File: config.mk
export PLATFORM = sky130hd
export DESIGN_NAME = e2q_fifo
export DESIGN_NICKNAME = d
export VERILOG_FILES = /design/src/design/e2q_pkg.sv /design/src/design/e2q_fifo.sv
export SDC_FILE = /design/constraint.sdc
export NUM_CORES = 1
export LEC_CHECK = 0
export ABC_AREA = 1
export BUFFER_PORTS_ARGS = -buffer_cell sky130_fd_sc_hd__buf_2
export CAP_MARGIN = 15
export CELL_PAD_IN_SITES_DETAIL_PLACEMENT = 2
export CELL_PAD_IN_SITES_GLOBAL_PLACEMENT = 2
export CORE_MARGIN = 2
export CORE_UTILIZATION = 43
export CTS_CLUSTER_SIZE = 24
export DETAILED_ROUTE_END_ITERATION = 7
export PLACE_DENSITY_LB_ADDON = 0.1
export SYNTH_ARGS = -nofsm -noshare
export SYNTH_HDL_FRONTEND = slang
export SYNTH_SLANG_ARGS = --single-unit
File: constraint.sdc
create_clock -name clk -period 7.8 [get_ports clk]
set_input_delay 1.56 -clock clk [delete_from_list [all_inputs] [get_ports clk]]
set_output_delay 1.56 -clock clk [all_outputs]
set_load 0.005 [all_outputs]
File: src/design/e2q_pkg.sv
// Shared constants, types and tables of the Euler to quaternion unit.
// Depends on nothing.
package e2q_pkg;

    localparam int CORDIC_STEPS = 16;
    localparam int ATAN_ENTRIES = 30;
    localparam int CORDIC_ITERS = (CORDIC_STEPS < ATAN_ENTRIES) ? CORDIC_STEPS : ATAN_ENTRIES;

    localparam int QW        = 34;
    localparam int MOD_STEPS = 8;
    localparam int FIFO_DEPTH = 4;
    localparam int FIFO_AW    = $clog2(FIFO_DEPTH);

    localparam logic [32:0] DEG360_Q16 = 33'd23592960;
    localparam logic [32:0] MOD_OFFSET = 33'd2170552320;
    localparam logic signed [QW-1:0] DEG90_Q24  = 34'sd1509949440;
    localparam logic signed [QW-1:0] DEG180_Q24 = 34'sd3019898880;
    localparam logic signed [QW-1:0] GAIN_Q30   = 34'sd652032874;

    typedef logic signed [QW-1:0] q30_t;

    typedef struct packed {
        logic [2:0][QW-1:0] z;
        logic [2:0]         flip;
    } front_item_t;

    typedef struct packed {
        logic full;
        logic empty;
    } fifo_stat_t;

    function automatic q30_t atan_q24(input int idx);
        q30_t v;
        case (idx)
            0:  v = 34'sd754974720;
            1:  v = 34'sd445687602;
            2:  v = 34'sd235489088;
            3:  v = 34'sd119537938;
            4:  v = 34'sd60000934;
            5:  v = 34'sd30029717;
            6:  v = 34'sd15018523;
            7:  v = 34'sd7509720;
            8:  v = 34'sd3754917;
            9:  v = 34'sd1877466;
            10: v = 34'sd938734;
            11: v = 34'sd469367;
            12: v = 34'sd234684;
            13: v = 34'sd117342;
            14: v = 34'sd58671;
            15: v = 34'sd29335;
            16: v = 34'sd14668;
            17: v = 34'sd7334;
            18: v = 34'sd3667;
            19: v = 34'sd1833;
            20: v = 34'sd917;
            21: v = 34'sd458;
            22: v = 34'sd229;
            23: v = 34'sd115;
            24: v = 34'sd57;
            25: v = 34'sd29;
            26: v = 34'sd14;
            27: v = 34'sd7;
            28: v = 34'sd4;
            29: v = 34'sd2;
            default: v = '0;
        endcase
        return v;
    endfunction

endpackage

File: src/design/e2q_fifo.sv
// Short queue between the front end and the CORDIC back end.
// Depends on e2q_pkg.
module e2q_fifo (
    input  logic                 clk,
    input  logic                 rst_n,
    input  logic                 push,
    input  e2q_pkg::front_item_t wr_item,
    input  logic                 pop,
    output e2q_pkg::front_item_t rd_item,
    output e2q_pkg::fifo_stat_t  stat
);
    import e2q_pkg::*;

    front_item_t        mem [FIFO_DEPTH];
    logic [FIFO_AW-1:0] wr_reg, rd_reg;
    logic [FIFO_AW:0]   cnt_reg;

    assign stat.full  = (cnt_reg == FIFO_AW'(0) + (FIFO_AW+1)'(FIFO_DEPTH));
    assign stat.empty = (cnt_reg == '0);
    assign rd_item    = mem[rd_reg];

    always_ff @(posedge clk)
    begin
        if (push)
            mem[wr_reg] <= wr_item;
    end

    always_ff @(posedge clk or negedge rst_n)
    begin
        if (!rst_n)
        begin
            wr_reg  <= '0;
            rd_reg  <= '0;
            cnt_reg <= '0;
        end
        else
        begin
            if (push)
                wr_reg <= wr_reg + 1'b1;
            if (pop)
                rd_reg <= rd_reg + 1'b1;
            if (push && !pop)
                cnt_reg <= cnt_reg + 1'b1;
            else if (pop && !push)
                cnt_reg <= cnt_reg - 1'b1;
        end
    end

endmodule

* Word-level counts from Yosys, hierarchy flattened
Memory sizes are Yosys's and may differ from the RTL's.
Index checks and enable logic that the tools add are counted.
** Operators by class
- Add/sub/neg operators :: 4
- Eq/ne operators :: 1
- Mux-type cells :: 4
- Reductions and logical operators :: 6
** Operators by type and width (count)
- 2-to-1 mux 3 bit :: 2
- adder 2 x 1 -> 2 bit, second input constant :: 2
- adder 3 x 1 -> 3 bit, second input constant :: 1
- equality test 3 bit, second input constant :: 1
- zero test 3 bit :: 1
- subtractor 3 x 1 -> 3 bit, second input constant :: 1
- logical AND 1 bit :: 2
- zero test 1 bit :: 2
- 2-to-1 mux 1 bit :: 2
- nonzero test 2 bit :: 1
** Storage, ports and cells
- Flip-flop bits (word level) :: 7
- Memory bits (writable) :: 420
- Output and inout bits :: 107
- Word-level logic and storage cells :: 19
- Memories :: 1
** Memories
- mem :: depth 4, width 105, rd ports 1, clocked after memory_dff 0, wr ports 1, RTL line e2q_fifo.sv:14 : front_item_t mem [FIFO_DEPTH];

* Depth between registers and ports, before layout
Gate-level depths: netlist of run 1.
- Word-level depth :: 4
- Gate-level depth with buffers :: 9
- Gate-level depth less buffers :: 9

* Worst setup path after synthesis of run 1
OpenSTA, ideal clock, no wires.
- Path type :: input port to flip-flop
- From :: in push
- To :: mem mem[0][0] (netlist name) (enable)
- Library setup time :: 0.459 ns
- Data arrival time :: 3.890 ns
- Required time :: 7.341 ns
- Slack :: 3.451 ns
- Stages on the path :: 3
- Path buffers :: 1
- Cell sequence :: clkbuf_1 -> nand2_1 -> inv_1
** Between the ends
- Cells in the longest elaborated chain, start to end :: 2
** Ends and longest elaborated chain
- start, declared :: RTL line e2q_fifo.sv:6 : input logic push,
- 2-to-1 mux 1 bit :: RTL line e2q_fifo.sv:24 : if (push)
- 2-to-1 mux 1 bit (not written as such) :: RTL line e2q_fifo.sv:25 : mem[wr_reg] <= wr_item;
- end, declared :: RTL line e2q_fifo.sv:14
No other way between the ends.

==> results.yml, run 1 <==
power_and_ir_drop:
  vdd_ir_drop_max_mv: 0.2844
  seqPwrFrac_pct: 42.2
  combPwrFrac_pct: 29.9
  swShare_pct: 34.42
  powerDensity_nw_per_um2: 386.5
  clkPwrFrac_pct: 27.9
  p_int_mw: 5.044
  leakagePower_nw: 7.935
  p_switching_mw: 2.647
  p_total_mw: 7.691
hold_path:
  hp-start: "cnt_reg[2]"
  hp-class: "reg2reg"
  whs_endpoint: "cnt_reg[2]"
  hold_path_depth: 2
route:
  avgRoutedWirePerCell_um: 21.58
  via_per_inst: 5.118
  num_vias: 10450
  ant_nets: 0
  first_iter_violations: 437
  drc: 0
  drt-total-wl_um: 44050
  dr.pass1.iters: 4
grt:
  grt-ovfl-total: 0
  grt_max_degree: 188
  grtUsageMet3_pct: 4.576
  grt_pass1_wl_um: 67120
  grt.total_usage_pct: 21.46
  grt_pass1_vias: 11670
  grtUsageMet1_pct: 25.67
  antenna_found_initial: 9
  grt-busiest-layer: "met2"
  gr-usage-met2_pct: 38.93
clock_tree:
  ctsResizeCount: 0
  cts_made_buffers: 46
  clock_sinks: 427
  clockBufferDepth: 3
  clk_latency_ps: 570
  cts_setup_buffers: 0
  cts.clk_slew.worst_paths_ps: 60
  cts_tree: "done"
  cts_hold_buf: 0
  cts_max_level: 2
  cts_root_buf: "clkbuf_16"
placement:
  place_inst: 1950
  portBuffers: 215
  dpl.hpwl_um: 25960
  gp_congestion: 0.6996
critical_path:
  critPathRequiredTime_ps: 6240
  crit_arrival_ps: 3220
  path_class: "reg2out"
  rrSetupSlack_ps: 5080
  timing.rr.end: "mem[0][60]"
  crit_fanout: 102
  r2r-start: "wr_reg[1]"
  endpoint_kind: "output pin"
  crit_path_start_kind: "register"
  r2r_cells: 5
synth:
  yosys_warnings: 0
  syn-mean-instance-area_um2: 13.49
  synth_fp_nets: 1388
  synth-seq-cells: 427
  synth_cells: 1273
  yosys.area_share.simple_pct: 7.291
  synth_top_family_by_area: "compound AO/OA/AOI/OAI gates"
  synth_compound_area_share_pct: 9.207
  synthXorXnorAreaFrac_pct: 0.2039
  synthMuxAreaShare_pct: 0
  post_synth_fa_ha_maj_area_fraction_pct: 0.4807
  yosys.cell_types.count: 18
  synthesis.area_um2: 17180
  ys_seq_area_share_pct: 74.44
floorplanning:
  row_count: 73
  ios: 216
  die-area_um2: 41560
  start_util_pct: 43.43
  dieWidth_um: 203.9
  die_h_um: 203.9
  core_um2: 39550
timing:
  fin_crit_ps: 4779
  fmax_mhz: 209.2
  rsz0062_at_grt: "false"
  setup_tns_ps: 0
  finalMaxSlewViolations: 0
  timing.slew.headroom_pct: 29.99
  hold_ws_ps: 503.9
  setup_viol: 0
  finalHoldViolations: 0
  period_share_pct: 61.28
  clock_skew_ps: 16.42
  worst_pin_slew_ps: 1050
layout:
  final_nets: 1588
  largest_register_ffs: 420
  syn2layout_area_growth_pct: 15.83
  finalNonFillerCells: 2041
  layout-drive-gt1-share_pct: 19.40
run_status:
  outcome: "finished clean"
flow_run:
  drv_cap: 0
-- worst max-delay path: stages (launching register included) --
cell and delay (ps):
dfrtp_4 1050, buf_4 930, nand2_1 180, o211ai_1 140, nand2_1 110, buf_2 140
-- cell families after synthesis --
family	Yosys count
adders and majority gates	6
DFF	427
buffers and inverters	293
AOI/OAI and AO/OA	211
and+or+nand+nor	332
xor gates and xnor gates	4
-- how the worst max path moves through the flow --
stage	to	start	slack, ps	depth (start not counted)
3_5_place_dp	rd_item[76]	rd_reg[0]	3650	5
6_report	rd_item[72]	rd_reg[0]	3020	5
5_1_grt	rd_item[99]	rd_reg[0]	2760	5
3_3_place_gp	rd_item[97]	rd_reg[0]	3800	5
4_1_cts	rd_item[99]	rd_reg[0]	2920	5
2_1_floorplan	mem[0][0]	push	3450	3
-- cell type report --
class | instances | area, µm²
multi-input cells | 553 | 2952
clock buffers | 56 | 1252
flip-flops and latches | 427 | 12790
fillers | 3838 | 19650
clock inverters | 29 | 230.2
well taps | 525 | 656.9
inverters | 222 | 848.3
diodes | 6 | 15.01
repair buffers | 223 | 1149
-- per-stage QoR --
| stage | setup slack [ps] | util, % | cell area (µm²) |
|---|---|---|---|
| 2_1_floorplan | 3451 | - | 17180 |
| 3_3_place_gp | 3804 | 46.52 | 18400 |
| 3_5_place_dp | 3649 | 46.52 | 18400 |
| 4_1_cts | 2921 | 50.27 | 19880 |
| 5_1_grt | 2765 | 50.29 | 19890 |
| 6_report | 3021 | 50.31 | 19900 |
-- synthesized netlist by cell type --
master | instances | area, µm²
edfxtp_1 | 420 | 12610
nand2_1 | 328 | 1231
inv_1 | 221 | 829.6
o211ai_1 | 210 | 1577
buf_6 | 36 | 405.4
buf_2 | 16 | 80.08
buf_4 | 13 | 97.59
dfrtp_1 | 7 | 175.2
clkbuf_1 | 6 | 22.52
ha_1 | 5 | 62.56
xor2_1 | 3 | 26.28
nor3_1 | 2 | 10.01
fa_1 | 1 | 20.02
inv_2 | 1 | 3.750
nand3_1 | 1 | 5.000
nand4_1 | 1 | 6.260
o21ai_1 | 1 | 5.000
xnor2_1 | 1 | 8.760
-- routing by layer --
| layer | vias up | share of wire [%] |
|---|---|---|
| met4 | 8 | 1.8 |
| li1 | 4850 | - |
| met1 | 5347 | 41 |
| met3 | 63 | 4.5 |
| met5 | - | 0.11 |
| met2 | 177 | 53 |
-- cells in the final DEF (no fill, tap or decap), types with 2 or more instances in the layout --
cell | Yosys | layout
clkinv_2 | 0 | 9
dfrtp_1 | 7 | 5
nor3_1 | 2 | 2
xor2_1 | 3 | 3
dfrtp_4 | 0 | 2
ha_1 | 5 | 5
o211ai_1 | 210 | 210
buf_4 | 13 | 7
edfxtp_1 | 420 | 420
clkbuf_1 | 6 | 7
bufinv_16 | 0 | 4
inv_4 | 0 | 4
diode_2 | 0 | 6
clkbuf_16 | 0 | 49
buf_2 | 16 | 215
inv_1 | 221 | 217
nand2_1 | 328 | 328
clkinv_1 | 0 | 15
-- power groups by stage --
stage	Sequential (mW)	Combinational, mW	Clock [mW]
floorplan	3.16	1.61	0
global placement	3.26	2.24	0
detailed placement	3.30	2.35	0
CTS	3.26	2.38	2.19
global route	3.29	2.58	2.27
finish	3.25	2.30	2.14
(Power assumes the default switching activity.)
==> inputs of run 2 (changes only) <==
- CORE_UTILIZATION: 43 -> 36
- clock period: 7.8 -> 4.18 ns (I/O delays scaled with it)
==> run 2 against run 1 <==
  * Cell count increased by 5.1%
  * Die area grew 19%
  * Clock-buffer cell count is 11 higher
  * Critical endpoint is now rd_item[61]
  * Largest cell class unchanged
  * Largest power group unchanged
==> results.yml, run 2 (synthesis gave the netlist of run 1 again) <==
placement:
  place_area_um2: 18740
  dpl.hpwl_um: 26160
  place_inst: 2055
  gp_congestion: 0.6936
  pre_cts_ws_ps: 1345
  portBuffers: 215
timing:
  setup_viol: 0
  finalMaxSlewViolations: 0
  setup_ws_ps: 829.9
  rsz0062_at_grt: "false"
  period_share_pct: 80.14
  worst_pin_slew_ps: 827.7
  fmax_mhz: 298.5
  finalHoldViolations: 0
  fin_crit_ps: 3350
  timing.slew.headroom_pct: 44.82
  setup_tns_ps: 0
  clock_skew_ps: 20.59
  hold_ws_ps: 92.10
critical_path:
  crit_arrival_ps: 2510
  rrSetupSlack_ps: 2060
  crit_fanout: 38
  worstPathCellList: "inv_4 > buf_4 > o211ai_1 > nand2_1 > buf_2"
  endpoint_kind: "output pin"
  cpMaxStageDelayCell: "dfrtp_4"
  path_class: "reg2out"
  slowest_delay_ps: 700
  critPathRequiredTime_ps: 3340
  crit_path_start_kind: "register"
layout:
  multi_input_area_um2: 2952
  fillerInstances: 4764
  final_cell_mix: "edfxtp_1, nand2_1, inv_1"
  fin_util_pct: 42.71
  final_cell_area_um2: 20260
  ff_latch_area_um2: 12790
  layout-drive-gt1-share_pct: 20.03
  final_nets: 1606
  layout.cells.most_common: "edfxtp_1"
  syn2layout_area_growth_pct: 17.97
  finalNonFillerCells: 2145
  largest_register_ffs: 420
clock_tree:
  clock_sinks: 427
  cts_tree: "done"
  clockBufferDepth: 3
  cts.clk_slew.worst_paths_ps: 60
  cts_max_level: 2
  cts_setup_buffers: 0
  cts_made_buffers: 49
  ctsResizeCount: 0
  cts_root_buf: "clkbuf_16"
  cts_hold_buf: 0
  clk_latency_ps: 580
grt:
  antenna_found_initial: 5
  grt.total_usage_pct: 17.51
  grt_max_degree: 71
  gr-usage-met2_pct: 30.74
  grtUsageMet1_pct: 22.08
  grt_pass1_vias: 11410
  grt-ovfl-total: 0
  grtUsageMet3_pct: 3.174
  grt-busiest-layer: "met2"
  grt_pass1_wl_um: 66320
route:
  via_per_inst: 4.865
  drt-total-wl_um: 42640
  ant_nets: 0
  num_vias: 10440
  first_iter_violations: 556
  drc: 0
  avgRoutedWirePerCell_um: 19.88
  dr.pass1.iters: 4
run_status:
  outcome: "finished clean"
power_and_ir_drop:
  leakagePower_nw: 8.056
  vdd_ir_drop_max_mv: 0.3894
  p_total_mw: 14.54
  powerDensity_nw_per_um2: 717.3
floorplanning:
  core_um2: 47450
  start_util_pct: 36.21
  row_count: 80
  die-area_um2: 49480
  die_h_um: 222.4
  ios: 216
  dieWidth_um: 222.4
flow_run:
  drv_cap: 0
hold_path:
  hp-class: "in2async"
==> run 2: changes by cell type in the layout (fill, tap and decap cells not counted), moves of 2 or more <==
cell / delta
buf_12: +9
buf_4: +6
clkbuf_1: +7
clkbuf_16: +2
clkbuf_8: +2
clkinv_1: -2
clkinv_2: -5
diode_2: -4
==> run 2: critical path, delay by kind of cell, from the launching register on <==
kind	cells	cell delay [ps]
buffers and inverters	3	960
flip-flops	1	700
AO/OA/AOI/OAI	1	160
AND/OR/NAND/NOR	1	110
==> run 2: worst paths after layout <==
kind                             start  cells past startpoint           to
min                              rst_n                      1    wr_reg[1]
min in group clk           wr_item[20]                      1   mem[3][20]
max in group asynchronous        rst_n                      1    rd_reg[0]
min reg2reg                 cnt_reg[2]                      2   cnt_reg[2]
max reg2reg                  wr_reg[0]                      5   mem[2][16]
max                          rd_reg[1]                      5  rd_item[61]
==> run 2: layer usage <==
metal	routed length (µm)	part of all wire [%]
met1	18500	43
met2	21750	51
met3	1508	3.5
met4	838	2.0
met5	41	0.096
==> run 2: report_power, final <==
group          internal (mW)  leakage (nW)  switching, mW
Sequential              5.60          3.94          0.362
Combinational           1.58          3.37           2.89
Clock                   2.44         0.742           1.66
Total                   9.62          8.06           4.91
==> run 2: layout make-up <==
class / instances / area share (%)
inverters: 222 / 4.174
clock buffers: 67 / 6.693
well taps: 615 / 3.797
multi-input cells: 553 / 14.57
repair buffers: 238 / 6.779
flip-flops and latches: 427 / 63.14
diodes: 2 / 0.02470
clock inverters: 21 / 0.8274
