===== config.mk =====
export PLATFORM = sky130hd
export DESIGN_NAME = e2q_front
export DESIGN_NICKNAME = d
export VERILOG_FILES = /design/src/design/e2q_pkg.sv /design/src/design/e2q_front.sv
export SDC_FILE = /design/constraint.sdc
export NUM_CORES = 1
export LEC_CHECK = 0
export ABC_AREA = 1
export BUFFER_PORTS_ARGS = -buffer_cell sky130_fd_sc_hd__buf_4
export CAP_MARGIN = 10
export CELL_PAD_IN_SITES_DETAIL_PLACEMENT = 1
export CELL_PAD_IN_SITES_GLOBAL_PLACEMENT = 1
export CORE_MARGIN = 5
export CORE_UTILIZATION = 30
export CTS_BUF_LIST = sky130_fd_sc_hd__clkbuf_16
export CTS_CLUSTER_SIZE = 10
export DETAILED_ROUTE_END_ITERATION = 7
export GPL_ROUTABILITY_DRIVEN = 1
export GPL_TIMING_DRIVEN = 0
export PLACE_DENSITY_LB_ADDON = 0.3
export SYNTH_ARGS = -nofsm -noshare
export SYNTH_HDL_FRONTEND = slang
export SYNTH_SLANG_ARGS = --single-unit

===== constraint.sdc =====
create_clock -name clk -period 17.4 [get_ports clk]
set_clock_uncertainty 0.05 [all_clocks]
set_input_delay 0.87 -clock clk [delete_from_list [all_inputs] [get_ports clk]]
set_output_delay 0.87 -clock clk [all_outputs]
set_load 0.005 [all_outputs]

===== src/design/e2q_pkg.sv =====
// Shared constants, types and tables of the Euler to quaternion unit.
// Depends on nothing.
package e2q_pkg;

    localparam int CORDIC_STEPS = 16;
    localparam int ATAN_ENTRIES = 30;
    localparam int CORDIC_ITERS = (CORDIC_STEPS < ATAN_ENTRIES) ? CORDIC_STEPS : ATAN_ENTRIES;

    localparam int QW        = 34;
    localparam int MOD_STEPS = 8;
    localparam int FIFO_DEPTH = 4;
    localparam int FIFO_AW    = $clog2(FIFO_DEPTH);

    localparam logic [32:0] DEG360_Q16 = 33'd23592960;
    localparam logic [32:0] MOD_OFFSET = 33'd2170552320;
    localparam logic signed [QW-1:0] DEG90_Q24  = 34'sd1509949440;
    localparam logic signed [QW-1:0] DEG180_Q24 = 34'sd3019898880;
    localparam logic signed [QW-1:0] GAIN_Q30   = 34'sd652032874;

    typedef logic signed [QW-1:0] q30_t;

    typedef struct packed {
        logic [2:0][QW-1:0] z;
        logic [2:0]         flip;
    } front_item_t;

    typedef struct packed {
        logic full;
        logic empty;
    } fifo_stat_t;

    function automatic q30_t atan_q24(input int idx);
        q30_t v;
        case (idx)
            0:  v = 34'sd754974720;
            1:  v = 34'sd445687602;
            2:  v = 34'sd235489088;
            3:  v = 34'sd119537938;
            4:  v = 34'sd60000934;
            5:  v = 34'sd30029717;
            6:  v = 34'sd15018523;
            7:  v = 34'sd7509720;
            8:  v = 34'sd3754917;
            9:  v = 34'sd1877466;
            10: v = 34'sd938734;
            11: v = 34'sd469367;
            12: v = 34'sd234684;
            13: v = 34'sd117342;
            14: v = 34'sd58671;
            15: v = 34'sd29335;
            16: v = 34'sd14668;
            17: v = 34'sd7334;
            18: v = 34'sd3667;
            19: v = 34'sd1833;
            20: v = 34'sd917;
            21: v = 34'sd458;
            22: v = 34'sd229;
            23: v = 34'sd115;
            24: v = 34'sd57;
            25: v = 34'sd29;
            26: v = 34'sd14;
            27: v = 34'sd7;
            28: v = 34'sd4;
            29: v = 34'sd2;
            default: v = '0;
        endcase
        return v;
    endfunction

endpackage


===== src/design/e2q_front.sv =====
// Front end: accepts angle words, reduces them modulo 360 and forms half angles.
// Depends on e2q_pkg.
module e2q_front (
    input  logic                 clk,
    input  logic                 rst_n,
    input  logic                 s_valid,
    output logic                 s_ready,
    input  logic [95:0]          s_data,
    input  e2q_pkg::fifo_stat_t  stat,
    output logic                 push,
    output e2q_pkg::front_item_t item
);
    import e2q_pkg::*;

    localparam int NS = MOD_STEPS + 2;

    logic              valid_reg [0:NS-1];
    logic [32:0]       rem_reg   [0:MOD_STEPS][3];
    logic [QW-1:0]     z_reg     [3];
    logic [2:0]        flip_reg;
    logic              adv;
    logic signed [QW-1:0] zfull [3];

    assign adv     = !valid_reg[NS-1] || !stat.full;
    assign s_ready = adv;
    assign push    = valid_reg[NS-1] && !stat.full;

    always_ff @(posedge clk or negedge rst_n)
    begin
        if (!rst_n)
        begin
            for (int k = 0; k < NS; k++)
                valid_reg[k] <= 1'b0;
        end
        else if (adv)
        begin
            valid_reg[0] <= s_valid;
            for (int k = 1; k < NS; k++)
                valid_reg[k] <= valid_reg[k-1];
        end
    end

    always_comb
    begin
        for (int a = 0; a < 3; a++)
            zfull[a] = signed'({1'b0, rem_reg[MOD_STEPS][a]}) <<< 7;
    end

    // lift into positive range, subtract 360 times 128..1, then fold half angles above 90 by 180
    always_ff @(posedge clk)
    begin
        if (adv)
        begin
            for (int a = 0; a < 3; a++)
            begin
                rem_reg[0][a] <= {s_data[32*a+31], s_data[32*a +: 32]} + MOD_OFFSET;
                for (int s = 0; s < MOD_STEPS; s++)
                begin
                    if (rem_reg[s][a] >= (DEG360_Q16 << (MOD_STEPS - 1 - s)))
                        rem_reg[s+1][a] <= rem_reg[s][a] - (DEG360_Q16 << (MOD_STEPS - 1 - s));
                    else
                        rem_reg[s+1][a] <= rem_reg[s][a];
                end
                if (zfull[a] > DEG90_Q24)
                begin
                    z_reg[a]    <= zfull[a] - DEG180_Q24;
                    flip_reg[a] <= 1'b1;
                end
                else
                begin
                    z_reg[a]    <= zfull[a];
                    flip_reg[a] <= 1'b0;
                end
            end
        end
    end

    always_comb
    begin
        for (int a = 0; a < 3; a++)
            item.z[a] = z_reg[a];
        item.flip = flip_reg;
    end

endmodule


Word-level counts from Yosys, hierarchy flattened
Memory sizes are Yosys's and may differ from the RTL's.
Index checks and enable logic that the tools add are counted.
Word-level totals
  register bits: 13
  memory bits (writable): 993
  output and inout bits: 107
  logic and storage cells: 292
  memories: 2
Operators by class
  add/subtract/negate cells: 30
  magnitude comparators: 27
  muxes and demuxes: 191
  bitwise gates (word level): 27
  reductions and logical operators: 4
Memory list
  rem_reg: words 9, bits a word 99, rd ports 9, clocked after memory_dff 0, wr ports 9, line e2q_front.sv:18  | logic [32:0] rem_reg [0:MOD_STEPS][3];
  z_reg: words 3, bits a word 34, rd ports 3, clocked after memory_dff 0, wr ports 3, line e2q_front.sv:19  | logic [QW-1:0] z_reg [3];
Operators with widths (number)
  33-bit two-way mux: 24
  1-bit two-way mux: 164
  34-bit by 32-bit > comparator with 1-bit output, second input constant: 3
  34-bit two-way mux: 3
  34-bit by 33-bit subtractor with 34-bit output, second input constant: 3
  33-bit by 32-bit adder with 33-bit output, second input constant: 3
  33-bit by 25-bit >= comparator with 1-bit output, second input constant: 3
  33-bit by 26-bit >= comparator with 1-bit output, second input constant: 3
  33-bit by 27-bit >= comparator with 1-bit output, second input constant: 3
  33-bit by 28-bit >= comparator with 1-bit output, second input constant: 3
  33-bit by 29-bit >= comparator with 1-bit output, second input constant: 3
  33-bit by 30-bit >= comparator with 1-bit output, second input constant: 3
  33-bit by 31-bit >= comparator with 1-bit output, second input constant: 3
  33-bit by 32-bit >= comparator with 1-bit output, second input constant: 3
  33-bit by 25-bit subtractor with 33-bit output, second input constant: 3
  33-bit by 26-bit subtractor with 33-bit output, second input constant: 3
  33-bit by 27-bit subtractor with 33-bit output, second input constant: 3
  33-bit by 28-bit subtractor with 33-bit output, second input constant: 3
  33-bit by 29-bit subtractor with 33-bit output, second input constant: 3
  33-bit by 30-bit subtractor with 33-bit output, second input constant: 3
  33-bit by 31-bit subtractor with 33-bit output, second input constant: 3
  33-bit by 32-bit subtractor with 33-bit output, second input constant: 3
  1-bit OR: 27
  1-bit zero test: 2
  other kinds (2): 2

Depth between registers and ports, before layout
Gate-level depths: netlist of the first run.
An unclocked memory read counts as a cell.
  depth after elaboration: 6
  gate-level depth with buffers: 11
  mapped depth without buffers: 10

Worst setup path after synthesis of the first run
OpenSTA, ideal clock, no wires.
  kind: input -> register
  start point: in stat[1] in the netlist's numbering
  end point: reg flip_reg[0], enable pin
  setup time: 0.913 ns
  arrival: 12.343 ns
  required time: 16.437 ns
  path slack: 4.094 ns
  stages: 4
  buffers on the path: 3
  cell sequence: nand2_4 buf_4 buf_2 buf_2
On the way
  word-level cells in the longest chain between the ends: 2
Ends and longest elaborated chain
  start: declaration: line e2q_front.sv:9  | input e2q_pkg::fifo_stat_t stat,
  1-bit zero test: line e2q_front.sv:24  | assign adv = !valid_reg[NS-1] || !stat.full;
  1-bit logical OR: line e2q_front.sv:24
  named net s_ready: line e2q_front.sv:7  | output logic s_ready,
  end signal: indexed assignment: line e2q_front.sv:67  | flip_reg[a] <= 1'b1;
  end signal: indexed assignment: line e2q_front.sv:72  | flip_reg[a] <= 1'b0;
  end: declaration: line e2q_front.sv:20  | logic [2:0] flip_reg;
The timed path passes the listed nets, and every way through them passes these cells.
A chain may end at the register's enable or synchronous reset.

==> results.toml, run 1 <==
[run_status]
run_status = "completed"

[setup_path]
critPathCaptureType = "register"
critical_path_required_ns = 17.70
start_kind = "register"
crit_path_max_fanout = 129
crit_arrival_ns = 4.78
criticalPathCategory = "register to register"

[yosys]
synth.top_cells.by_area = "sky130_fd_sc_hd__edfxtp_1 (70%), sky130_fd_sc_hd__nand2_1 (6.3%), sky130_fd_sc_hd__nor2_1 (4.6%)"
post_synth.cell_area_avg_um2 = 12.0
synth_largest_type_area_fraction = 0.697
synth.cells.most_frequent = "sky130_fd_sc_hd__edfxtp_1 (957), sky130_fd_sc_hd__nand2_1 (696), sky130_fd_sc_hd__nor2_1 (504)"
yosysUniqueCellTypes = 54
yosysMostFrequentCell = "sky130_fd_sc_hd__edfxtp_1"
yosys_warnings = 0
synth-seq-cells = 967
synth_cells = 3424
synth-edff-count = 957
ys_seq_area_frac = 0.703
synthArstFlopShare = 0.0103
synth_area_um2 = 41200
ys_dominant_reg_cell = "sky130_fd_sc_hd__edfxtp_1"
biggest_area_consumer_among_synthesized_cells = "sky130_fd_sc_hd__edfxtp_1"

[floorplan]
core_region_area_um2 = 137000
boundaryPins = 208
die_area_um2 = 145000
chipHeight_um = 381
die_w_um = 381
start_util = 0.301
placementRows = 136

[cts]
post-cts-setup-buffers = 0
cts.sink_count = 967
clkTransAtPathRegs_ns = 0.05
clk_root_buffer_cell = "sky130_fd_sc_hd__clkbuf_16"
number_of_buffers_created_by_cts = 113
ctsResizeCount = 0
cts_htree_levels = 3
cts_tree = "done"
cts-root-to-sink-buffers = 3
cts-hold-fix-buffers = 1
worst_skew_pair.late_latency_ns = 0.72

[route]
vias = 23620
first_iter_violations = 1095
post_drt_via_cell_ratio = 4.23
drc = 0
drt_wirelength_mm = 81.9
post_drt_wl_per_cell_um = 14.7
route.antenna.remaining_nets = 0
firstDrtPassIters = 5

[timing]
slew_headroom = 0.512
grt_setup_unrepaired = "false"
finalSetupViolations = 0
final.setup.worst_slack_ns = 12.91
crit_share_post_route = 0.258
fmax_mhz = 223
worstMarginPinSlew_ns = 0.732
report.final.slew_viol_count = 0
finalCriticalPeriod_ns = 4.49
finalHoldViolations = 0
worst_hold_slack_ns = 0.273

[power_and_ir_drop]
p_per_area_nw_per_um2 = 194
power.ir.vdd_worst_uv = 84.7
leakage_power_of_the_design_nw = 19.6

[cells_and_area]
layout.cell_area.non_filler_um2 = 48300
areaGrowthSynthToFinish_pct = 17.2
drive_above_1_share = 0.131
max_ffs_per_register = 873
nNetsFinal = 3902

[global_routing]
maximum_number_of_pins_on_one_net_before_global_route_repair = 131
overflow = 0
gr-usage-all-layers = 0.113
grt_first_pass_wirelength_mm = 133
antenna_found_initial = 1
grt_pass1_vias = 24785

[placement]
place.detailed.hpwl_mm = 59.7
place_area_um2 = 45200
gp_routability_congestion = 0.770
placement.io_buffers = 185
place_ws_ns = 12.10

[hold_path]
worstHoldPathType = "input pin to register"

[job]
maxCapViolCount = 0
-- placed cells by master (no fill, tap or decap), types with 7 or more instances in the layout --
cell and instances:
sky130_fd_sc_hd__buf_4 209, sky130_fd_sc_hd__nor2_4 11, sky130_fd_sc_hd__nor2_1 504, sky130_fd_sc_hd__inv_2 17, sky130_fd_sc_hd__xnor2_1 63, sky130_fd_sc_hd__nor3_2 8
sky130_fd_sc_hd__a21oi_1 29, sky130_fd_sc_hd__a21oi_4 7, sky130_fd_sc_hd__nand3b_1 17, sky130_fd_sc_hd__nand3b_2 7, sky130_fd_sc_hd__o21ai_0 79, sky130_fd_sc_hd__nand2_4 12
sky130_fd_sc_hd__xor2_1 130, sky130_fd_sc_hd__buf_2 9, sky130_fd_sc_hd__o21ai_1 9, sky130_fd_sc_hd__nor3_1 36, sky130_fd_sc_hd__or2_2 12, sky130_fd_sc_hd__nor2_2 16
sky130_fd_sc_hd__inv_1 376, sky130_fd_sc_hd__nand3_1 199, sky130_fd_sc_hd__nand2_2 21, sky130_fd_sc_hd__and2_1 8, sky130_fd_sc_hd__nand4_1 83, sky130_fd_sc_hd__clkbuf_16 113
sky130_fd_sc_hd__conb_1 21, sky130_fd_sc_hd__dfrtp_1 10, sky130_fd_sc_hd__nand3_2 8, sky130_fd_sc_hd__nand2_1 696, sky130_fd_sc_hd__edfxtp_1 957, sky130_fd_sc_hd__buf_16 8
sky130_fd_sc_hd__ha_1 48
-- through the flow --
step,utilization,power (mW),TNS (ns),cells
2_1_floorplan,-,6.68,0,3444
3_3_place_gp,0.328,7.68,-861.18,5423
3_5_place_dp,0.330,7.44,0,5431
4_1_cts,0.353,9.55,0,5585
5_1_grt,0.353,10.1,0,5586
6_report,0.353,9.35,0,5587
-- final cells by class --
class,instances,area (um2)
Fill cell,14835,88700
Sequential cell,967,29000
Multi-Input combinational cell,2061,10600
Clock buffer,113,2830
Tap cell,1794,2240
Timing Repair Buffer,194,1620
Inverter,375,1410
Buffer,41,305
Clock inverter,40,292
Antenna cell,2,5.00
-- critical path, stage by stage (launching register included) --
cell,delay [ns]
sky130_fd_sc_hd__dfrtp_1,0.41
sky130_fd_sc_hd__nand2_4,0.24
sky130_fd_sc_hd__buf_4,0.39
sky130_fd_sc_hd__buf_2,0.39
sky130_fd_sc_hd__buf_8,0.54
sky130_fd_sc_hd__buf_16,0.44
sky130_fd_sc_hd__buf_16,0.35
sky130_fd_sc_hd__buf_16,0.40
sky130_fd_sc_hd__buf_16,0.47
-- path summary, 6_finish.rpt --
check / depth (start not counted) / start / to / slack (ns)
max in group asynchronous: 2 / rst_n / valid_reg[3] / 16.66
min in group asynchronous: 2 / rst_n / valid_reg[9] / 0.49
min: 1 / s_data[38] / rem_reg[0][39] / 0.27
max: 8 / valid_reg[0] / rem_reg[0][30] / 12.91
max reg2reg: 8 / valid_reg[0] / rem_reg[0][30] / 12.91
min reg2reg: 0 / rem_reg[0][873] / z_reg[0][22] / 0.39
-- cell families (layout without fill, tap and decap cells) --
group / count (synthesis) / after routing / synth area share
flip-flops: 967 / 967 / 0.703
adder cells (fa/ha/maj): 48 / 48 / 0.0146
AND/OR/NAND/NOR: 1655 / 1655 / 0.178
other: 1 / 23 / 0.0000910
buffers and inverters: 416 / 763 / 0.0414
AO/OA/AOI/OAI: 144 / 144 / 0.0221
XOR/XNOR: 193 / 193 / 0.0410
-- power breakdown --
group | switching, mW | internal [mW]
combinational | 1.47 | 0.950
sequential | 0.741 | 4.14
clock | 0.880 | 1.17
total | 3.09 | 6.26
-- layer usage --
| layer | track usage | up-vias | routed length [um] |
|---|---|---|---|
| met4 | 0.0387 | 0 | 1740 |
| met5 | 0 | - | 0 |
| met1 | 0.152 | 11082 | 38900 |
| li1 | - | 12193 | - |
| met2 | 0.184 | 248 | 38300 |
| met3 | 0.0218 | 97 | 2970 |
Note: power is estimated with default switching activity, not from simulation.
==> run 2: changes to the inputs <==
--- a/config.mk
+++ b/config.mk
@@ -5,7 +5,7 @@
 export SDC_FILE = /design/constraint.sdc
 export NUM_CORES = 1
 export LEC_CHECK = 0
-export ABC_AREA = 1
+export ABC_AREA = 0
 export BUFFER_PORTS_ARGS = -buffer_cell sky130_fd_sc_hd__buf_4
 export CAP_MARGIN = 10
 export CELL_PAD_IN_SITES_DETAIL_PLACEMENT = 1
==> constraint.sdc (replaced) <==
create_clock -name clk -period 4.5 [get_ports clk]
set_clock_uncertainty 0.05 [all_clocks]
set_input_delay 0.225 -clock clk [delete_from_list [all_inputs] [get_ports clk]]
set_output_delay 0.225 -clock clk [all_outputs]
set_load 0.005 [all_outputs]
==> run 2 against run 1 <==
Effect of this change: combinational power grew to 2.9 times the previous value; sequential power grew to 3.9 times the previous value; critical path depth is 2 lower; largest cell class unchanged.
==> results.toml, run 2 <==
[timing]
crit_share_post_route = 0.871
worst_hold_slack_ns = 0.205
finalCriticalPeriod_ns = 3.92
grt_setup_unrepaired = "false"
finalHoldViolations = 0
worstMarginPinSlew_ns = 1.01
report.final.slew_viol_count = 0
finalSetupViolations = 0
slew_headroom = 0.328
fmax_mhz = 255
final.setup.worst_slack_ns = 0.582

[cells_and_area]
nNetsFinal = 2900
final_common_cell = "sky130_fd_sc_hd__edfxtp_1"
final-instance-count-excl-fill = 4435
layout.cell_area.non_filler_um2 = 45900
drive_above_1_share = 0.134
mostFrequentLayoutCells = "sky130_fd_sc_hd__edfxtp_1 (957), sky130_fd_sc_hd__buf_4 (207), sky130_fd_sc_hd__xnor2_1 (163)"
areaGrowthSynthToFinish_pct = 21.3
max_ffs_per_register = 873
num-fill-cells = 12705

[setup_path]
critPathCaptureType = "register"
critical_path.slowest_cell = "sky130_fd_sc_hd__buf_16"
reg2reg_depth = 6
crit_arrival_ns = 4.15
start_kind = "register"
max_stage_delay_ns = 0.60
criticalPathCategory = "register to register"
critPathMostFrequentCell = "sky130_fd_sc_hd__buf_16"
critical_path_required_ns = 4.73
crit_chain = "and2_1 -> buf_2 -> inv_1 -> clkbuf_16 -> buf_16 -> buf_16"
crit_path_max_fanout = 199

[yosys]
synth.cells.most_frequent = "sky130_fd_sc_hd__edfxtp_1 (957), sky130_fd_sc_hd__xnor2_1 (163), sky130_fd_sc_hd__nand2_1 (129)"
synth_area_um2 = 37800
synth-seq-cells = 967
post_synth.cell_area_avg_um2 = 16.4
ys_seq_area_frac = 0.766
synth.top_cells.by_area = "sky130_fd_sc_hd__edfxtp_1 (76%), sky130_fd_sc_hd__xnor2_1 (3.8%), sky130_fd_sc_hd__nor4_1 (2.1%)"
synth-edff-count = 957
synth_largest_type_area_fraction = 0.760
synth_cells = 2306
ys_dominant_reg_cell = "sky130_fd_sc_hd__edfxtp_1"
yosysMostFrequentCell = "sky130_fd_sc_hd__edfxtp_1"
biggest_area_consumer_among_synthesized_cells = "sky130_fd_sc_hd__edfxtp_1"
yosys_warnings = 0
yosysUniqueCellTypes = 65
synthArstFlopShare = 0.0103

[route]
post_drt_via_cell_ratio = 4.54
first_iter_violations = 1111
drc = 0
post_drt_wl_per_cell_um = 17.1
vias = 20139
route.antenna.remaining_nets = 0
drt_wirelength_mm = 75.8
firstDrtPassIters = 4

[cts]
cts-root-to-sink-buffers = 3
number_of_buffers_created_by_cts = 111
post-cts-setup-buffers = 0
cts_tree = "done"
cts.sink_count = 967
worst_skew_pair.late_latency_ns = 0.69
clk_root_buffer_cell = "sky130_fd_sc_hd__clkbuf_16"
clkTransAtPathRegs_ns = 0.05
cts_htree_levels = 3

[hold_path]
hold-path-cell-count = 2
worstHoldPathType = "input pin to register"

[power_and_ir_drop]
power.clock.fraction = 0.232
p_per_area_nw_per_um2 = 741
leakage_power_of_the_design_nw = 16.6
power.ir.vdd_worst_uv = 334
sw_frac_of_total = 0.297
power.sequential.fraction = 0.561
power_frac_comb = 0.208
power_switching_mw = 10.1
power_report.internal_total_mw = 23.9

[global_routing]
overflow = 0
antenna_found_initial = 3
maximum_number_of_pins_on_one_net_before_global_route_repair = 206
gr-usage-all-layers = 0.114
grt_pass1_vias = 21891
grt_first_pass_wirelength_mm = 122

[placement]
dpl.cell_count = 4166
place_area_um2 = 41500
gp_routability_congestion = 0.785
placement.io_buffers = 185
place.detailed.hpwl_mm = 53.3
place_ws_ns = 0.425

[floorplan]
core_region_area_um2 = 125000
die_area_um2 = 133000
placementRows = 130
boundaryPins = 208
start_util = 0.302
chipHeight_um = 365
die_w_um = 365

[run_status]
run_status = "completed"

[job]
maxCapViolCount = 0
==> run 2: cell types whose count changed after synthesis, sizes merged, moves of 82 or more <==
cell   change
nand2    -600
nor2     -424
inv      -288
nand3    -172
nor4     +124
xnor2    +100
xor2      -82
==> run 2: final timing paths <==
| path | start | endpoint | slack (ns) |
|---|---|---|---|
| setup / recovery | valid_reg[0] | rem_reg[0][139] | 0.58 |
| hold / removal | s_data[15] | rem_reg[0][81] | 0.21 |
| setup reg to reg | valid_reg[0] | rem_reg[0][139] | 0.58 |
| hold reg to reg | rem_reg[0][337] | rem_reg[0][436] | 0.39 |
| max in group asynchronous | rst_n | valid_reg[6] | 3.49 |
| min in group asynchronous | rst_n | valid_reg[3] | 0.59 |
==> run 2: layout make-up <==
class                           instances  area [um2]  area share
Sequential cell                       967       29000       0.632
Multi-Input combinational cell       1234        8350       0.182
Inverter                               87         327     0.00712
Buffer                                 38         251     0.00548
Timing Repair Buffer                  312        2760      0.0602
Clock inverter                         31         293     0.00638
Antenna cell                            3        7.51    0.000164
Tap cell                             1650        2060      0.0450
Clock buffer                          113        2830      0.0616
==> run 2: per-layer routing <==
layer  track usage  vias to the layer above  routed length [um]
met5             0                        -                   0
met4        0.0449                        0                2070
met3        0.0205                      114                2800
met2         0.194                      290               37300
met1         0.145                     9963               33600
li1              -                     9772                   -
==> run 2: kinds of logic (layout without fill, tap and decap cells) <==
kind of cell,Yosys count,in the layout,share of synthesized area
other cells,1,24,0.0000992
buf+inv,125,581,0.0147
mux,28,28,0.00744
compound gates,261,261,0.0470
xor+xnor,211,211,0.0489
fa+ha+maj,48,48,0.0159
simple gates,665,665,0.0995
flops,967,967,0.766
==> run 2: metrics by stage <==
step	utilization	setup TNS, ns	power, mW
6_report	0.366	0	34.0
5_1_grt	0.366	0	36.2
4_1_cts	0.366	0	34.5
3_3_place_gp	0.330	-881.90	26.0
3_5_place_dp	0.331	0	26.4
2_1_floorplan	-	0	23.0
==> run 2: power by group through the flow <==
| stage | Combinational (mW) | Clock (mW) | Sequential, mW |
|---|---|---|---|
| floorplan | 4.88 | 0 | 18.1 |
| global placement | 6.67 | 0 | 19.3 |
| detailed placement | 7.10 | 0 | 19.3 |
| CTS | 7.22 | 8.19 | 19.1 |
| global route | 7.97 | 8.62 | 19.6 |
| finish | 7.06 | 7.88 | 19.1 |
==> run 2: what timing repair did <==
action / in CTS / in global routing
gates resized for setup: 0 / 0
endpoints found under the hold margin: 110 / 0
hold buffers: 121 / 0
setup endpoints to repair: 0 / 1
==> run 2: worst max-delay path, delay by kind of cell (launching register included) <==
| kind | cells | cell delay [ns] |
|---|---|---|
| buf+inv | 5 | 2.43 |
| flops | 1 | 0.50 |
| simple gates | 1 | 0.22 |
==> run 3: changes to the inputs <==
--- a/config.mk
+++ b/config.mk
@@ -18,6 +18,7 @@
 export GPL_ROUTABILITY_DRIVEN = 1
 export GPL_TIMING_DRIVEN = 0
 export PLACE_DENSITY_LB_ADDON = 0.3
+export RECOVER_POWER = 50
 export SYNTH_ARGS = -nofsm -noshare
 export SYNTH_HDL_FRONTEND = slang
 export SYNTH_SLANG_ARGS = --single-unit
==> run 3 against run 2 <==
Effect of this change: the run now ends with max-capacitance violations, max-slew violations left; worst setup slack worse by 0.010 ns; routed wire length is 0.13% lower; clock-buffer cell count stayed put; critical path type unchanged.
==> results.toml, run 3 (same netlist as run 2, synthesis figures left out) <==
[timing]
report.final.slew_viol_count = 41
slew_headroom = -0.0573
finalSetupViolations = 0
crit_share_post_route = 0.873
finalCriticalPeriod_ns = 3.93
grt_setup_unrepaired = "false"
finalHoldViolations = 0
worstMarginPinSlew_ns = 1.57
fmax_mhz = 255

[global_routing]
antenna_found_initial = 2
maximum_number_of_pins_on_one_net_before_global_route_repair = 206
gr-usage-all-layers = 0.114
grt_pass1_vias = 21891
overflow = 0
grt_first_pass_wirelength_mm = 122

[route]
met3_wirelength_mm = 2.79
topRoutingLayerUsed = "met4"
drc = 0
first_iter_violations = 1093
vias = 20021
post_drt_via_cell_ratio = 4.51
firstDrtPassIters = 4
wl_met1_mm = 33.7
route.antenna.remaining_nets = 0
met2_wirelength_mm = 37.2
drt_wirelength_mm = 75.7
post_drt_wl_per_cell_um = 17.1

[setup_path]
criticalPathCategory = "register to register"
start_kind = "register"
crit_arrival_ns = 4.17
critical_path.slowest_cell = "sky130_fd_sc_hd__buf_16"
critPathMostFrequentCell = "sky130_fd_sc_hd__buf_16"
max_stage_delay_ns = 0.60
critPathCaptureType = "register"
critical_path_required_ns = 4.75
crit_chain = "and2_1 -> buf_2 -> inv_1 -> clkbuf_16 -> buf_16 -> buf_16"
crit_path_max_fanout = 199

[cells_and_area]
num-fill-cells = 12719
drive_above_1_share = 0.122
final-instance-count-excl-fill = 4435
mostFrequentLayoutCells = "sky130_fd_sc_hd__edfxtp_1 (957), sky130_fd_sc_hd__xnor2_1 (163), sky130_fd_sc_hd__nand2_1 (129)"
nNetsFinal = 2900
max_ffs_per_register = 873
layout.cell_area.non_filler_um2 = 45700
multi_input_comb_area_um2 = 8270
register_area_um2 = 29000
areaGrowthSynthToFinish_pct = 20.8
final_common_cell = "sky130_fd_sc_hd__edfxtp_1"

[cts]
clk_root_buffer_cell = "sky130_fd_sc_hd__clkbuf_16"
cts-root-to-sink-buffers = 3
ctsResizeCount = 0
worst_skew_pair.late_latency_ns = 0.69
number_of_buffers_created_by_cts = 111
clkTransAtPathRegs_ns = 0.05
cts_htree_levels = 3
post-cts-setup-buffers = 0
cts.sink_count = 967
cts_tree = "done"

[run_status]
run_status = "finished with violations"
violations_in_the_final_reports = "max-capacitance violations, max-slew violations"

[hold_path]
worstHoldPathType = "input pin to register"

[power_and_ir_drop]
total_power_mw = 33.8
power.ir.vdd_worst_uv = 333
leakage_power_of_the_design_nw = 16.5
p_per_area_nw_per_um2 = 741

[floorplan]
start_util = 0.302
die_w_um = 365
chipHeight_um = 365
core_region_area_um2 = 125000
placementRows = 130
die_area_um2 = 133000
boundaryPins = 208

[placement]
placement.io_buffers = 185
dpl.cell_count = 4166
gp_routability_congestion = 0.785
place.detailed.hpwl_mm = 53.3
place_area_um2 = 41500

[job]
maxCapViolCount = 5
run 3: area by class of cell:
type / instances / share of cell area
clock inverter: 31 / 0.00641
multi-input combinational: 1234 / 0.181
sequential: 967 / 0.634
timing repair buffer: 312 / 0.0583
antenna: 3 / 0.000164
clock buffer: 113 / 0.0619
inverter: 87 / 0.00715
tap: 1650 / 0.0452
buffer: 38 / 0.00545
run 3: metrics by stage:
stage	worst slack [ns]	hold slack [ns]	setup TNS (ns)	utilization
6_report	0.571	0.224	0	0.364
4_1_cts	0.0611	0.111	0	0.366
3_3_place_gp	-1.21	0.00801	-881.90	0.330
2_1_floorplan	0.719	-0.121	0	-
5_1_grt	0.249	0.165	0	0.364
3_5_place_dp	0.425	0.0124	0	0.331
run 3: critical path, delay by kind of cell, from the launching register on:
kind,cells,cell delay (ns)
and+or+nand+nor,1,0.22
buffers and inverters,5,2.43
DFF,1,0.50
run 3: layer usage:
layer  up-vias  GRT usage
li1       9769          -
met2       263      0.194
met4         0     0.0449
met1      9880      0.145
met3       109     0.0205
met5         -          0
run 3: power breakdown:
part / switching, mW / internal (mW) / leakage [nW]
logic: 3.77 / 3.14 / 4.93
registers: 3.02 / 16.0 / 9.97
clock network: 3.27 / 4.60 / 1.56
total: 10.1 / 23.8 / 16.5
run 3: timing repair:
action                                  4_1_cts  5_1_grt
hold buffers                                121        0
endpoints found under the hold margin       110        0
endpoints found under the setup margin        0        1
run 3: final timing paths:
check | cells after the start | endpoint | slack [ns] | from
setup / recovery | 6 | rem_reg[0][57] | 0.57 | valid_reg[0]
hold / removal | 2 | rem_reg[0][81] | 0.22 | s_data[15]
setup reg to reg | 6 | rem_reg[0][57] | 0.57 | valid_reg[0]
hold reg to reg | 0 | rem_reg[0][436] | 0.39 | rem_reg[0][337]
max in group asynchronous | 3 | valid_reg[6] | 3.48 | rst_n
min in group asynchronous | 3 | valid_reg[3] | 0.61 | rst_n
